[config.mk]
export PLATFORM = sky130hd
export DESIGN_NAME = multi_cpu_lockup_watchdog_top
export DESIGN_NICKNAME = d
export VERILOG_FILES = /design/src/rtl/lkw_pkg.sv /design/src/rtl/multi_cpu_lockup_watchdog_top.sv /design/src/rtl/lkw_alu.sv /design/src/rtl/lkw_cfg.sv /design/src/rtl/lkw_seq.sv
export SDC_FILE = /design/constraint.sdc
export NUM_CORES = 2
export LEC_CHECK = 0
export BUFFER_PORTS_ARGS = -buffer_cell sky130_fd_sc_hd__buf_4
export CORE_MARGIN = 8
export CORE_UTILIZATION = 25
export CTS_CLUSTER_DIAMETER = 200
export DETAILED_ROUTE_END_ITERATION = 8
export GPL_TIMING_DRIVEN = 1
export SKIP_CTS_REPAIR_TIMING = 1
export SLEW_MARGIN = 20
export SYNTH_ARGS = -nofsm -noshare
export SYNTH_HDL_FRONTEND = slang
export SYNTH_SLANG_ARGS = --single-unit
[constraint.sdc]
create_clock -name clk -period 25.2 [get_ports clk]
set_clock_uncertainty 0.2 [all_clocks]
set_input_delay 5.04 -clock clk [delete_from_list [all_inputs] [get_ports clk]]
set_output_delay 5.04 -clock clk [all_outputs]
set_load 0.05 [all_outputs]
[src/rtl/lkw_pkg.sv]
`default_nettype none

package lkw_pkg;

  localparam int NUM_CPUS_DEF = 8;
  localparam int MAX_SLOTS    = 8;
  localparam int DW           = 64;
  localparam int CNT_W        = 32;
  localparam int STAMP_W      = 34;
  localparam int STAMP_LSB    = 30;
  localparam int STALL_W      = 63;
  localparam int PADDR_W      = 4;
  localparam int PDATA_W      = 32;

  localparam logic [7:0]  MASK_RST     = 8'hFF;
  localparam logic [7:0]  THR_RST      = 8'd20;
  localparam logic        KICK_SUP_RST = 1'b0;
  localparam logic [31:0] LIMIT_RST    = 32'd5000000;

  typedef enum logic [1:0] {
    REG_CPU_MASK,
    REG_THRESHOLD,
    REG_KICK_SUP,
    REG_PANIC_LIMIT
  } reg_idx_t;

  typedef enum logic [1:0] {
    OP_TICK,
    OP_RUN,
    OP_KICK,
    OP_TOUCH_ALL
  } op_t;

  typedef enum logic [3:0] {
    ST_IDLE,
    ST_EXEC,
    ST_STALL,
    ST_LOCK,
    ST_THR,
    ST_SCAN,
    ST_DELAY,
    ST_PANIC,
    ST_DONE
  } state_t;

  typedef struct packed {
    logic [7:0]  cpu_mask;
    logic [7:0]  threshold;
    logic        kick_sup;
    logic [31:0] panic_limit;
  } cfg_t;

  typedef struct packed {
    logic [DW-1:0] diff;
    logic          ge;
  } alu_res_t;

endpackage

`default_nettype wire

[src/rtl/multi_cpu_lockup_watchdog_top.sv]
// Non-tick items and unsupervised ticks pass from EXEC straight to DONE; ticks
// without alert pass through STALL, LOCK and THR (or STALL alone for an untouched
// CPU); alert ticks add the kick stamp scan over every slot, then DELAY and PANIC,
// all through the shared subtractor. One item at a time: a new input transfer is
// accepted only once the result has been loaded and the sequencer is back in idle.
// Synchronous reset clears config to defaults and all per-CPU state to zero.
`default_nettype none

module multi_cpu_lockup_watchdog_top import lkw_pkg::*; #(
  parameter int NUM_CPUS = NUM_CPUS_DEF
) (
  input  logic               clk,
  input  logic               rst,
  input  logic               psel,
  input  logic               penable,
  input  logic               pwrite,
  input  logic [PADDR_W-1:0] paddr,
  input  logic [PDATA_W-1:0] pwdata,
  output logic [PDATA_W-1:0] prdata,
  output logic               pready,
  input  logic               item_valid,
  output logic               item_ready,
  input  logic [1:0]         op,
  input  logic [2:0]         cpu,
  input  logic [DW-1:0]      clock_ns,
  input  logic [DW-1:0]      cpu_time_us,
  output logic               result_valid,
  input  logic               result_ready,
  output logic               alert,
  output logic               first_warning,
  output logic               panic,
  output logic [STAMP_W-1:0] lockup_seconds,
  output logic [STALL_W-1:0] kick_stall_us,
  output logic [3:0]         last_kick_cpu,
  output logic [DW-1:0]      last_kick_delay_ns
);

  cfg_t cfg;

  lkw_cfg u_cfg (
    .clk     (clk),
    .rst     (rst),
    .psel    (psel),
    .penable (penable),
    .pwrite  (pwrite),
    .paddr   (paddr),
    .pwdata  (pwdata),
    .prdata  (prdata),
    .pready  (pready),
    .cfg     (cfg)
  );

  lkw_seq #(
    .NUM_CPUS (NUM_CPUS)
  ) u_seq (
    .clk                (clk),
    .rst                (rst),
    .cfg                (cfg),
    .item_valid         (item_valid),
    .item_ready         (item_ready),
    .op                 (op),
    .cpu                (cpu),
    .clock_ns           (clock_ns),
    .cpu_time_us        (cpu_time_us),
    .result_valid       (result_valid),
    .result_ready       (result_ready),
    .alert              (alert),
    .first_warning      (first_warning),
    .panic              (panic),
    .lockup_seconds     (lockup_seconds),
    .kick_stall_us      (kick_stall_us),
    .last_kick_cpu      (last_kick_cpu),
    .last_kick_delay_ns (last_kick_delay_ns)
  );

endmodule

`default_nettype wire

[src/rtl/lkw_alu.sv]
`default_nettype none

module lkw_alu import lkw_pkg::*; (
  input  logic [DW-1:0] a,
  input  logic [DW-1:0] b,
  output alu_res_t      res
);

  logic [DW:0] full;

  // a - b; carry out set when a >= b
  assign full     = {1'b0, a} + {1'b0, ~b} + {{DW{1'b0}}, 1'b1};
  assign res.diff = full[DW-1:0];
  assign res.ge   = full[DW];

endmodule

`default_nettype wire

[src/rtl/lkw_cfg.sv]
`default_nettype none

module lkw_cfg import lkw_pkg::*; (
  input  logic               clk,
  input  logic               rst,
  input  logic               psel,
  input  logic               penable,
  input  logic               pwrite,
  input  logic [PADDR_W-1:0] paddr,
  input  logic [PDATA_W-1:0] pwdata,
  output logic [PDATA_W-1:0] prdata,
  output logic               pready,
  output cfg_t               cfg
);

  reg_idx_t ridx;
  logic     wr;

  assign ridx   = reg_idx_t'(paddr[PADDR_W-1:2]);
  assign wr     = psel & penable & pwrite;
  assign pready = 1'b1;

  always_ff @(posedge clk) begin
    if (rst) begin
      cfg.cpu_mask    <= MASK_RST;
      cfg.threshold   <= THR_RST;
      cfg.kick_sup    <= KICK_SUP_RST;
      cfg.panic_limit <= LIMIT_RST;
    end else if (wr) begin
      case (ridx)
        REG_CPU_MASK:    cfg.cpu_mask    <= pwdata[7:0];
        REG_THRESHOLD:   cfg.threshold   <= pwdata[7:0];
        REG_KICK_SUP:    cfg.kick_sup    <= pwdata[0];
        REG_PANIC_LIMIT: cfg.panic_limit <= pwdata[31:0];
        default: ;
      endcase
    end
  end

  always_comb begin
    case (ridx)
      REG_CPU_MASK:    prdata = {24'b0, cfg.cpu_mask};
      REG_THRESHOLD:   prdata = {24'b0, cfg.threshold};
      REG_KICK_SUP:    prdata = {31'b0, cfg.kick_sup};
      REG_PANIC_LIMIT: prdata = cfg.panic_limit;
      default:         prdata = '0;
    endcase
  end

endmodule

`default_nettype wire

[src/rtl/lkw_seq.sv]
`default_nettype none

module lkw_seq import lkw_pkg::*; #(
  parameter int NUM_CPUS = NUM_CPUS_DEF
) (
  input  logic               clk,
  input  logic               rst,
  input  cfg_t               cfg,
  input  logic               item_valid,
  output logic               item_ready,
  input  logic [1:0]         op,
  input  logic [2:0]         cpu,
  input  logic [DW-1:0]      clock_ns,
  input  logic [DW-1:0]      cpu_time_us,
  output logic               result_valid,
  input  logic               result_ready,
  output logic               alert,
  output logic               first_warning,
  output logic               panic,
  output logic [STAMP_W-1:0] lockup_seconds,
  output logic [STALL_W-1:0] kick_stall_us,
  output logic [3:0]         last_kick_cpu,
  output logic [DW-1:0]      last_kick_delay_ns
);

  localparam int NSLOT = (NUM_CPUS < MAX_SLOTS) ? NUM_CPUS : MAX_SLOTS;
  localparam int IW = (NSLOT > 1) ? $clog2(NSLOT) : 1;
  localparam logic [3:0] NO_KICK = 4'(NUM_CPUS);

  state_t state, state_next;

  op_t               op_r;
  logic [2:0]        cpu_r;
  logic [DW-1:0]     clk_r;
  logic [DW-1:0]     now_us_r;
  logic [STAMP_W-1:0] now_stamp;
  logic [IW-1:0]     slot;
  logic [IW-1:0]     idx;

  logic [STAMP_W-1:0] touch_stamp     [NSLOT];
  logic [CNT_W-1:0]   kick_count      [NSLOT];
  logic [CNT_W-1:0]   kick_count_seen [NSLOT];
  logic [DW-1:0]      stall_start_us  [NSLOT];
  logic [DW-1:0]      kick_stamp_ns   [NSLOT];
  logic [NSLOT-1:0]   warned;

  logic               stalled;
  logic               backwards;
  logic               lock_ok;
  logic [STAMP_W-1:0] lock_diff;
  logic [DW-1:0]      best;

  logic               r_alert;
  logic               r_first;
  logic               r_panic;
  logic [STAMP_W-1:0] r_lock;
  logic [STALL_W-1:0] r_stall;
  logic [3:0]         r_who;
  logic [DW-1:0]      r_delay;

  logic [DW-1:0] alu_a;
  logic [DW-1:0] alu_b;
  alu_res_t      alu_res;

  logic cpu_ok;
  logic sup_c;
  logic same_count;
  logic stall_now;
  logic over;
  logic alert_now;
  logic out_free;
  logic scan_last;

  lkw_alu u_alu (
    .a   (alu_a),
    .b   (alu_b),
    .res (alu_res)
  );

  assign now_stamp  = clk_r[DW-1:STAMP_LSB];
  assign slot       = cpu_r[IW-1:0];
  assign cpu_ok     = int'(cpu_r) < NUM_CPUS;
  assign sup_c      = cpu_ok & cfg.cpu_mask[cpu_r];
  assign same_count = kick_count_seen[slot] == kick_count[slot];
  assign stall_now  = cfg.kick_sup & same_count & (stall_start_us[slot] != '0) &
                      (alu_res.diff != '0);
  assign over       = lock_ok & ~alu_res.ge;
  assign alert_now  = over | stalled;
  assign out_free   = ~result_valid | result_ready;
  assign scan_last  = int'(idx) == NSLOT - 1;
  assign item_ready = state == ST_IDLE;

  always_comb begin
    case (state)
      ST_STALL: begin
        alu_a = now_us_r;
        alu_b = stall_start_us[slot];
      end
      ST_LOCK: begin
        alu_a = {30'b0, now_stamp};
        alu_b = {30'b0, touch_stamp[slot]};
      end
      ST_THR: begin
        alu_a = {56'b0, cfg.threshold};
        alu_b = {30'b0, lock_diff};
      end
      ST_SCAN: begin
        alu_a = best;
        alu_b = kick_stamp_ns[idx];
      end
      ST_DELAY: begin
        alu_a = clk_r;
        alu_b = best;
      end
      ST_PANIC: begin
        alu_a = {1'b0, r_stall};
        alu_b = {32'b0, cfg.panic_limit};
      end
      default: begin
        alu_a = '0;
        alu_b = '0;
      end
    endcase
  end

  always_comb begin
    state_next = state;
    case (state)
      ST_IDLE:  if (item_valid) state_next = ST_EXEC;
      ST_EXEC:  state_next = (op_r == OP_TICK && sup_c) ? ST_STALL : ST_DONE;
      ST_STALL: state_next = (touch_stamp[slot] == '0 && !stall_now) ? ST_DONE : ST_LOCK;
      ST_LOCK:  state_next = ST_THR;
      ST_THR:   state_next = alert_now ? ST_SCAN : ST_DONE;
      ST_SCAN:  if (scan_last) state_next = ST_DELAY;
      ST_DELAY: state_next = ST_PANIC;
      ST_PANIC: state_next = ST_DONE;
      ST_DONE:  if (out_free) state_next = ST_IDLE;
      default:  state_next = ST_IDLE;
    endcase
  end

  always_ff @(posedge clk) begin
    if (rst) begin
      state <= ST_IDLE;
    end else begin
      state <= state_next;
    end
  end

  always_ff @(posedge clk) begin
    if (rst) begin
      result_valid <= 1'b0;
    end else if (state == ST_DONE && out_free) begin
      result_valid <= 1'b1;
    end else if (result_ready) begin
      result_valid <= 1'b0;
    end
  end

  always_ff @(posedge clk) begin
    if (state == ST_DONE && out_free) begin
      alert              <= r_alert;
      first_warning      <= r_first;
      panic              <= r_panic;
      lockup_seconds     <= r_lock;
      kick_stall_us      <= r_stall;
      last_kick_cpu      <= r_who;
      last_kick_delay_ns <= r_delay;
    end
  end

  // per-CPU state
  always_ff @(posedge clk) begin
    if (rst) begin
      for (int i = 0; i < NSLOT; i++) begin
        touch_stamp[i]     <= '0;
        kick_count[i]      <= '0;
        kick_count_seen[i] <= '0;
        stall_start_us[i]  <= '0;
        kick_stamp_ns[i]   <= '0;
      end
      warned <= '0;
    end else begin
      case (state)
        ST_EXEC: begin
          case (op_r)
            OP_RUN: begin
              if (cpu_ok) touch_stamp[slot] <= now_stamp;
            end
            OP_KICK: begin
              if (cpu_ok) begin
                for (int i = 0; i < NSLOT; i++) begin
                  if (cfg.cpu_mask[i]) kick_count[i] <= kick_count[i] + 32'd1;
                end
                touch_stamp[slot]   <= now_stamp;
                kick_stamp_ns[slot] <= clk_r;
              end
            end
            OP_TOUCH_ALL: begin
              for (int i = 0; i < NSLOT; i++) begin
                if (cfg.cpu_mask[i]) touch_stamp[i] <= '0;
              end
            end
            default: ;
          endcase
        end
        ST_STALL: begin
          if (cfg.kick_sup) begin
            if (same_count) begin
              if (stall_start_us[slot] == '0) stall_start_us[slot] <= now_us_r;
            end else begin
              stall_start_us[slot]  <= '0;
              kick_count_seen[slot] <= kick_count[slot];
            end
          end
          if (touch_stamp[slot] == '0 && !stall_now) touch_stamp[slot] <= now_stamp;
        end
        ST_THR: warned[slot] <= alert_now;
        default: ;
      endcase
    end
  end

  // item registers and working result
  always_ff @(posedge clk) begin
    case (state)
      ST_IDLE: begin
        if (item_valid) begin
          op_r     <= op_t'(op);
          cpu_r    <= cpu;
          clk_r    <= clock_ns;
          now_us_r <= cpu_time_us;
        end
      end
      ST_EXEC: begin
        r_alert   <= 1'b0;
        r_first   <= 1'b0;
        r_panic   <= 1'b0;
        r_lock    <= '0;
        r_stall   <= '0;
        r_who     <= NO_KICK;
        r_delay   <= '0;
        stalled   <= 1'b0;
        backwards <= 1'b0;
        best      <= '0;
        idx       <= '0;
      end
      ST_STALL: begin
        stalled   <= stall_now;
        backwards <= stall_now & alu_res.diff[DW-1];
        r_stall   <= (stall_now && !alu_res.diff[DW-1]) ? alu_res.diff[STALL_W-1:0] : '0;
      end
      ST_LOCK: begin
        lock_ok   <= alu_res.ge;
        lock_diff <= alu_res.diff[STAMP_W-1:0];
      end
      ST_THR: begin
        if (alert_now) begin
          r_alert <= 1'b1;
          r_first <= ~warned[slot];
          r_lock  <= over ? lock_diff : '0;
        end
      end
      ST_SCAN: begin
        if (!alu_res.ge) begin
          best  <= kick_stamp_ns[idx];
          r_who <= 4'(idx);
        end
        idx <= idx + 1'b1;
      end
      ST_DELAY: r_delay <= alu_res.diff;
      ST_PANIC: r_panic <= stalled & ~backwards & alu_res.ge;
      default: ;
    endcase
  end

endmodule

`default_nettype wire
==> impl_metrics.csv <==
group,metric,value,unit
logic_synthesis,yosysWarnings,0,
drt,drt.antenna.violating_nets,0,
drt,wl_per_cell,28.3,um
logic_synthesis,synthFlopType,"edfxtp_1",
logic_synthesis,yosysTopAreaCellShare,63.2,%
sta,finalSetupTns,0,ns
placed_design,dp.cells,14200,
outcome,status,"finished, final reports clean",
cts,numCtsBuffers,284,
drt,drc,0,
logic_synthesis,synthesis.nets,8537,
worst_hold_path,hold_path.class,"reg -> reg",
logic_synthesis,synth-edff-count,2381,
logic_synthesis,synthArstFlopShare,0,%
job,drv_cap,0,
placed_design,place.gp.congestion,0.987,
setup_path,crit_start,"paddr[2]",
die,fp.coreArea,0.452,mm2
sta,rsz0062_at_grt,"no",
logic_synthesis,syn_area,0.113,mm2
die,fp.dieW,689,um
setup_path,arrival,6.56,ns
worst_hold_path,worstHoldStart,"u_seq.r_lock[13]",
finish,area_growth,16.3,%
setup_path,setup.worst_path.end_class,"output pin",
setup_path,cp_max_fo,39,
sta,fmax,0.0847,GHz
sta,min_period,11.80,ns
sta,hold_slack,0.193,ns
grt,grt_use_total,16.8,%
finish,layout-drive-gt1-share,19.7,%
sta,relSlewSlack,12.2,%
drt,drt_pass1_iterations,9,
setup_path,critPathLaunchType,"primary input",
setup_path,critical_path_class,"in -> out",
sta,finalCritPeriodShare,46.8,%
power,leakage,47.5,nW
die,initial_core_util,25.0,%
finish,finalNonFillerCells,14700,
cts,cts.sinks,2449,
cts,clockBufferDepth,4,
logic_synthesis,synth_cell_types,91,
setup_path,required,19.96,ns
power,cellPowerDensity,83.6,mW/mm2
cts,cts_tree,"yes",
cts,htree_levels,5,
die,die_area,0.474,mm2
logic_synthesis,syn_area_per_cell,13.6,um2
drt,via_per_inst,5.09,
sta,setup_viol,0,
logic_synthesis,syn_inst,8286,
grt,grt_max_degree,138,
grt,grt_pass1_vias,70800,
logic_synthesis,ys_ff_latch,2449,
cts,clk_pin_slew,0.06,ns
sta,slew_violations,0,
sta,worst_pin_slew,1.28,ns
placed_design,hpwl,286000,um
die,rows,247,
sta,hold_violations,0,
placed_design,numPortBuffers,375,
logic_synthesis,synthTopCellsByArea,"edfxtp_1 63%, mux4_2 7.9%, nor2_1 4.6%",
grt,grt-ovfl-total,0,
grt,grt_first_pass_wirelength,569000,um
cts,cts-root-buf,"clkbuf_16",
logic_synthesis,synth.yosys.seq_area_share,64.4,%
logic_synthesis,synth_top_area_cell,"edfxtp_1",
cts,clock_latency,0.98,ns
power,ir_worst_vdd,51.7,uV
die,die_h,689,um
finish,final_nets,8749,
finish,fillers,45300,
drt,route.vias.total,74900,
grt,antenna_found_initial,51,
drt,drtIter0Drc,12000,
drt,routed_wl,417000,um
die,io_pins,379,
-- cells in the mapped netlist, types with 28 or more instances --
library cell,n
a222oi_1,78
nor3_1,91
xnor2_1,118
and3_1,606
dfxtp_1,68
or3_1,28
mux4_1,53
buf_6,31
nand2b_1,39
a221oi_1,33
mux4_2,397
inv_1,65
buf_1,90
xor2_1,219
ha_1,74
o21ai_0,123
nand4_1,94
mux2i_1,156
nor2_2,233
nor2_1,1392
a21oi_1,179
a22oi_1,56
nand3_1,150
nand2_1,621
clkbuf_1,438
a21o_1,42
edfxtp_1,2381
nor4_1,53
clkbuf_2,29
-- kinds of logic (layout without fill, tap and decap cells) --
logic type      after synthesis  in the layout  synth area share (%)
simple gates               3448           3448                  14.6
flops                      2449           2449                  64.4
buf+inv                     702           1134                  2.87
compound gates              661            661                  4.07
mux                         613            613                  10.6
xor+xnor                    337            337                  2.61
fa+ha+maj                    75             75                 0.836
other cells                   1             31               0.00332
-- layout make-up --
type | instances | area, um2 | area share [%]
clock buffers | 356 | 7580 | 5.76
multi-input cells | 5135 | 37400 | 28.4
clock inverters | 150 | 1590 | 1.21
well taps | 5976 | 7480 | 5.69
diodes | 30 | 75.1 | 0.0571
flip-flops and latches | 2449 | 72900 | 55.4
repair buffers | 560 | 4270 | 3.25
inverters | 68 | 269 | 0.205
-- path summary, 6_finish.rpt --
path / to / slack (ns) / depth (start not counted)
worst min-delay path: u_seq.lockup_seconds[13] / 0.19 / 0
worst max-delay path: prdata[7] / 13.40 / 5
worst min register to register: u_seq.lockup_seconds[13] / 0.19 / 0
worst max register to register: u_seq.touch_stamp[4][21] / 14.08 / 23
-- placed cells by master (no fill, tap or decap), types with 178 or more instances in the layout --
cell type	instances
a21oi_1	178
and3_1	605
buf_4	553
clkbuf_16	292
edfxtp_1	2381
mux4_2	397
nand2_1	598
nor2_1	1388
nor2_2	234
xor2_1	219
-- flip-flops by register name, indices dropped and copies added, names as in the netlist, 64 cells and up, named ones only --
name / flops
u_seq.kick_count: 256
u_seq.kick_stamp_ns: 512
u_seq.kick_count_seen: 256
u_seq.r_delay: 64
u_seq.touch_stamp: 272
u_seq.best: 64
u_seq.now_us_r: 64
u_seq.last_kick_delay_ns: 64
u_seq.stall_start_us: 512
u_seq.clk_r: 64
-- worst max-delay path: stages --
cell and delay [ns]:
buf_4 0.54, and2_1 0.38, nand2_1 0.09, o21ai_0 0.20
buf_4 0.29
-- routing by layer --
| layer | routed length, um | global-route usage, % | up-vias |
|---|---|---|---|
| li1 | - | - | 31500 |
| met1 | 167000 | 22.8 | 38200 |
| met2 | 175000 | 24.2 | 4424 |
| met3 | 53200 | 5.31 | 726 |
| met4 | 22400 | 7.90 | 8 |
| met5 | 52 | 0 | - |
-- report_power, final --
group / internal [W] / total (W) / switching, W / leakage, nW
Sequential: 0.00473 / 0.00496 / 0.000227 / 24.7
Clock: 0.00239 / 0.00414 / 0.00175 / 4.46
Combinational: 0.000580 / 0.00190 / 0.00132 / 18.4
Total: 0.00770 / 0.0110 / 0.00330 / 47.5
-- metrics by stage --
step                      instance area [um2]  total power (W)  setup WS, ns  utilization (%)
after floorplan                        113000          0.00601         11.74                -
after global placement                 122000          0.00689         13.31             27.1
after detailed placement               122000          0.00690         13.35             27.1
after CTS                              131000           0.0110         13.35             29.1
after global routing                   131000           0.0113         13.25             29.1
final                                  131000           0.0110         13.40             29.1
Note: power is estimated with default switching activity, not from simulation.
